### src/rtl/sgp_pkg.sv
// ----------------------------------------------------------------------------
// Spiral gradient pixel generator - shared definitions
// Field widths, register indexes, fixed-point angle constants, arctan table.
// ----------------------------------------------------------------------------
package sgp_pkg;

    localparam int XY_W  = 12;
    localparam int T_W   = 16;
    localparam int CFG_W = 12;
    localparam int IN_W  = 40;
    localparam int PIX_W = 32;
    localparam int PHW   = 19;

    localparam int DEF_COORD_BITS    = 12;
    localparam int DEF_CORDIC_STAGES = 16;

    localparam logic       REG_FRAME_WIDTH  = 1'b0;
    localparam logic       REG_FRAME_HEIGHT = 1'b1;

    localparam logic [CFG_W-1:0] RST_FRAME_WIDTH  = 12'd800;
    localparam logic [CFG_W-1:0] RST_FRAME_HEIGHT = 12'd600;

    localparam logic [PHW-1:0] PI_Q16      = 19'd205887;
    localparam logic [PHW-1:0] HALF_PI_Q16 = 19'd102944;
    localparam logic [PHW-1:0] TWO_PI_Q16  = 19'd411775;

    localparam logic [10:0] COEF_003   = 11'd1966;
    localparam logic [11:0] COEF_005   = 12'd3277;
    localparam logic [31:0] CORDIC_K30 = 32'd652032875;
    localparam logic [7:0]  ALPHA      = 8'hFF;

    // arctan(2^-i) in Q.16 radians
    function automatic logic [16:0] atan_q16(input int unsigned i);
        logic [16:0] v;
        case (i)
            0:       v = 17'd51472;
            1:       v = 17'd30386;
            2:       v = 17'd16055;
            3:       v = 17'd8150;
            4:       v = 17'd4091;
            5:       v = 17'd2047;
            6:       v = 17'd1024;
            7:       v = 17'd512;
            8:       v = 17'd256;
            9:       v = 17'd128;
            10:      v = 17'd64;
            11:      v = 17'd32;
            12:      v = 17'd16;
            13:      v = 17'd8;
            14:      v = 17'd4;
            15:      v = 17'd2;
            16:      v = 17'd1;
            default: v = 17'd0;
        endcase
        return v;
    endfunction

endpackage

### src/rtl/sgp_isqrt.sv
// ----------------------------------------------------------------------------
// Pipelined integer square root
// One root bit per stage (restoring digit recurrence), sideband carried along.
// ----------------------------------------------------------------------------
module sgp_isqrt
    import sgp_pkg::*;
#(
    parameter int RW     = 21,
    parameter int SIDE_W = 50
) (
    input  logic                i_clk,
    input  logic                i_rst_n,
    input  logic                i_en,
    input  logic                i_vld,
    input  logic [2*RW-1:0]     i_n,
    input  logic [SIDE_W-1:0]   i_side,
    output logic                o_vld,
    output logic [RW-1:0]       o_root,
    output logic [SIDE_W-1:0]   o_side
);

    logic              r_vld  [RW];
    logic [RW+1:0]     r_rem  [RW];
    logic [RW-1:0]     r_root [RW];
    logic [2*RW-1:0]   r_n    [RW];
    logic [SIDE_W-1:0] r_side [RW];

    for (genvar k = 0; k < RW; k++) begin : g_stg
        logic              w_vld;
        logic [RW+1:0]     w_rem;
        logic [RW-1:0]     w_root;
        logic [2*RW-1:0]   w_n;
        logic [SIDE_W-1:0] w_side;
        logic [RW+3:0]     w_pre;
        logic [RW+3:0]     w_trial;
        logic [RW+1:0]     n_rem;
        logic [RW-1:0]     n_root;

        if (k == 0) begin : g_first
            assign w_vld  = i_vld;
            assign w_rem  = '0;
            assign w_root = '0;
            assign w_n    = i_n;
            assign w_side = i_side;
        end else begin : g_next
            assign w_vld  = r_vld[k-1];
            assign w_rem  = r_rem[k-1];
            assign w_root = r_root[k-1];
            assign w_n    = r_n[k-1];
            assign w_side = r_side[k-1];
        end

        assign w_pre   = {w_rem, w_n[2*RW-1 -: 2]};
        assign w_trial = {2'b00, w_root, 2'b01};

        always_comb begin
            if (w_pre >= w_trial) begin
                n_rem  = (RW+2)'(w_pre - w_trial);
                n_root = {w_root[RW-2:0], 1'b1};
            end else begin
                n_rem  = w_pre[RW+1:0];
                n_root = {w_root[RW-2:0], 1'b0};
            end
        end

        always_ff @(posedge i_clk) begin
            if (!i_rst_n) begin
                r_vld[k] <= 1'b0;
            end else if (i_en) begin
                r_vld[k] <= w_vld;
            end
        end

        always_ff @(posedge i_clk) begin
            if (i_en) begin
                r_rem[k]  <= n_rem;
                r_root[k] <= n_root;
                r_n[k]    <= {w_n[2*RW-3:0], 2'b00};
                r_side[k] <= w_side;
            end
        end
    end

    assign o_vld  = r_vld[RW-1];
    assign o_root = r_root[RW-1];
    assign o_side = r_side[RW-1];

endmodule

### config.mk
export PLATFORM = sky130hd
export DESIGN_NAME = sgp_isqrt
export DESIGN_NICKNAME = d
export VERILOG_FILES = /design/src/rtl/sgp_pkg.sv /design/src/rtl/sgp_isqrt.sv
export SDC_FILE = /design/constraint.sdc
export NUM_CORES = 2
export LEC_CHECK = 0
export BUFFER_PORTS_ARGS = -buffer_cell sky130_fd_sc_hd__buf_4
export CORE_UTILIZATION = 42
export DETAILED_ROUTE_END_ITERATION = 8
export PLACE_DENSITY_LB_ADDON = 0.3
export SLEW_MARGIN = 10
export SYNTH_ARGS = -nofsm -noshare
export SYNTH_HDL_FRONTEND = slang
export SYNTH_SLANG_ARGS = --single-unit
### constraint.sdc
create_clock -name i_clk -period 7.2 [get_ports i_clk]
set_input_delay 0.36 -clock i_clk [delete_from_list [all_inputs] [get_ports i_clk]]
set_output_delay 0.36 -clock i_clk [all_outputs]
set_load 0.1 [all_outputs]
==> metrics.md <==
| Metric | Value |
|---|---|
| Status | `complete, no violations` |
| DP Area | `roughly 0.087 mm^2` |
| Total I/O pin count | `about 170` |
| Post-synthesis instance total | `a little under 5000` |
| Synth top cells by count | `2152 x edfxtp_1, 325 x inv_1, 253 x ha_1` |
| Startpoint types | `register` |
| Vias in the first global route | `between 30000 and 40000` |
| Placement Setup Slack | `between 3000 and 4000 ps` |
| Top cell type's share of synthesized area | `about 79%` |
| First-pass GRT wire length | `slightly below 200 mm` |
| Dominant cells by area after synthesis | `edfxtp_1 79%, ha_1 3.9%, xnor2_1 1.9%` |
| PostCTS Resize Cnt | `0` |
| Nets | `between 5000 and 6000` |
| Yosys Warn Count | `0` |
| Clk_lat worst skew | `between 800 and 900 ps` |
| Tmin final | `around 4200 ps` |
| # setup viols final | `0` |
| Area grow syn2layout | `15.60%` |
| Power density relative to cell area | `311.8 mW/mm^2` |
| Cells after DPL | `between 7000 and 8000` |
| Die area | `between 0.15 and 0.2 mm^2` |
| Cells on worst reg2reg path | `8` |
| WHS Path Cells | `2` |
| IO buf count | `167` |
| Die width | `roughly 440 um` |
| Cell taking the most area after synthesis | `edfxtp_1` |
| Starting DRT DRC Count | `around 2300` |
| Leak | `~35 nW` |
| Setup_tns | `0 ps` |
| Max-slew violation count | `0` |
| Synthesized Nets | `5240` |
| RSZ-0062 raised after global routing | `false` |
| Layout Cells excl Fill | `roughly 8100` |
| Slowest-stage cell, CP | `a2111oi_0` |
| Clk sink count | `approximately 2200` |
| Largest net degree at the start of global routing | `between 200 and 250` |
| Yosys cell types | `84` |
| Die H | `approximately 440 um` |
| Rel. slew slack | `between 20% and 30%` |
| Final instance area | `0.09502 mm^2` |
| Via-to-Cell Ratio | `between 4 and 5` |
| Synth Register Bits | `2153` |
| Core area | `between 0.15 and 0.2 mm^2` |
| CTS Buf Count | `between 200 and 250` |
| DRT Wirelength | `119.5 mm` |
| Initial antenna violation count | `0` |
| FFs w/ async S/R, synth | `0%` |
| Final period util | `between 50% and 60%` |
| Maximum clock frequency | `about 240 MHz` |
| Critical Path Sink Type | `register` |
| Worst hold slack | `214.3 ps` |
| Deepest clock path buffer count | `3` |
| Layout cells sized above 1 | `between 10 and 15%` |
| Ys flop type | `edfxtp_1` |
| Gr ovfl total | `0` |
| Maximum vdd drop | `between 0.2 and 0.25 mV` |
| Worst setup margin | `around 3000 ps` |
| Hpwl dp | `between 70 and 80 mm` |
| Gr usage total | `a little under an eighth` |
| Setup Skew | `just over 40 ps` |
| Routed vias | `around 39000` |
| CP Cell Sequence | `ha_1 > o21ai_0 > a22oi_1 > a2111oi_0 > o31a_1 > nand3_1 > and2_1 > a22o_1` |
| Ant diodes | `0` |
| Clk Tree Root Cell | `clkbuf_16` |
| Post-synthesis cell area | `around 0.082 mm^2` |
| Most frequent cell after synthesis | `edfxtp_1` |
| CP required | `between 7000 and 8000 ps` |
| ANT nets after route | `0` |
| Gpl congestion | `between 0.8 and 0.9` |
| Worst slew pin tran | `roughly 1100 ps` |
| Final hold vios | `0` |
| Initial Utilization | `between 40 and 50%` |
| CP Class | `reg -> reg` |
| Remaining DRCs | `0` |
| # Max-Cap Violations | `0` |
| 1st-pass router iterations | `7` |
| Avg Cell Area, Syn | `approximately 17 um^2` |
| EDFF count, synth | `2152` |
| Post-synthesis sequential area ratio | `78.64%` |
| CP max FO | `26` |
| CTS tree | `done` |
| H-tree Lvls | `4` |
| WP data arrival | `between 4000 and 5000 ps` |
| Row Count | `between 150 and 200` |
| Hold/Removal Path Class | `in -> reg` |
| Clk pin slew, worst setup/hold paths | `~60 ps` |
| Routed WL per cell | `14.81 um` |
| Critical Path Max Stage Delay | `around 900 ps` |
power by group:
part	internal [W]	leakage [nW]	switching, W
clock network	0.00649	3.51	0.00468
registers	0.0151	20.9	0.000469
logic	0.00118	10.4	0.00170
total	0.0228	34.8	0.00685
placed cells by master, fill, tap and decap left out, types with 11 or more instances in the layout:
| master | Yosys | layout |
|---|---|---|
| a211oi_1 | 15 | 15 |
| a21boi_0 | 12 | 12 |
| a21o_1 | 92 | 92 |
| a21oi_1 | 221 | 221 |
| a31oi_1 | 20 | 19 |
| and2_1 | 11 | 11 |
| and3_1 | 37 | 37 |
| buf_4 | 0 | 190 |
| bufinv_16 | 0 | 25 |
| clkbuf_1 | 62 | 34 |
| clkbuf_16 | 0 | 218 |
| clkinv_1 | 1 | 49 |
| clkinv_16 | 0 | 12 |
| clkinv_2 | 0 | 47 |
| clkinvlp_4 | 0 | 15 |
| dlygate4sd3_1 | 0 | 97 |
| edfxtp_1 | 2152 | 2152 |
| ha_1 | 253 | 253 |
| inv_1 | 325 | 325 |
| mux2_2 | 33 | 33 |
| nand2_1 | 214 | 214 |
| nand2b_1 | 55 | 55 |
| nand3_1 | 73 | 73 |
| nand3b_1 | 19 | 19 |
| nand4_1 | 43 | 43 |
| nor2_1 | 241 | 241 |
| nor2b_1 | 36 | 36 |
| nor3_1 | 99 | 99 |
| nor4_1 | 41 | 41 |
| o211ai_1 | 17 | 17 |
| o21a_1 | 47 | 47 |
| o21ai_0 | 182 | 180 |
| o21bai_1 | 16 | 15 |
| o31ai_1 | 17 | 16 |
| or2_2 | 15 | 15 |
| or3_1 | 43 | 43 |
| or4_1 | 22 | 22 |
| xnor2_1 | 177 | 177 |
| xor2_1 | 152 | 152 |
state kept, by name, summed over array words and instances, names as in the netlist:
register,flops
r_side,1050
r_vld,21
r_root,231
r_rem,431
r_n,420
timing repair:
action,4_1_cts,5_1_grt
endpoints found under the hold margin,137,0
buffers inserted,0,0
hold buffers,97,0
final cells by class:
type	count	area, um^2
Sequential cell	2153	64640
Clock buffer	252	5583
Clock inverter	154	1708
Fill cell	16050	99570
Tap cell	2542	3181
Inverter	326	1224
Timing Repair Buffer	297	2605
Multi-Input combinational cell	2342	16080
kinds of logic after synthesis:
group / synth area share (%)
flops: 78.64
simple gates: 6.069
compound gates: 5.524
buf+inv: 1.834
xor+xnor: 3.506
fa+ha+maj: 3.851
mux: 0.5678
other cells: 0.004562
worst max-delay path: cells and delay by family (launching register included):
family          cells  cell delay [ps]
compound gates      5             1800
simple gates        2             1300
flops               1              400
fa+ha+maj           1              360
routing by layer:
metal  wire, um  up-vias  track usage, %
met4       4318        0           5.583
met1      49100    18850           13.70
met3       4346      284           2.407
met5          0        -               0
li1           -    19420               -
met2      61730      658           21.47
final timing paths:
kind / from / endpoint / slack (ps)
setup / recovery: r_rem[3][0]$_DFFE_PP_ / r_rem[3][40]$_DFFE_PP_ / 3050
hold / removal: i_n[39] / r_n[0][39]$_DFFE_PP_ / 210
setup reg to reg: r_rem[3][0]$_DFFE_PP_ / r_rem[3][40]$_DFFE_PP_ / 3050
hold reg to reg: r_n[2][71]$_DFFE_PP_ / r_n[3][33]$_DFFE_PP_ / 380
metrics by stage:
| stage | util (%) | total power, W |
|---|---|---|
| 4_1_cts | 48.83 | 0.03008 |
| 2_1_floorplan | - | 0.01772 |
| 3_5_place_dp | 44.59 | 0.01868 |
| 6_report | 48.83 | 0.02963 |
| 3_3_place_gp | 44.59 | 0.01857 |
| 5_1_grt | 48.83 | 0.03093 |
No activity file was read; power rests on OpenSTA's default activity.
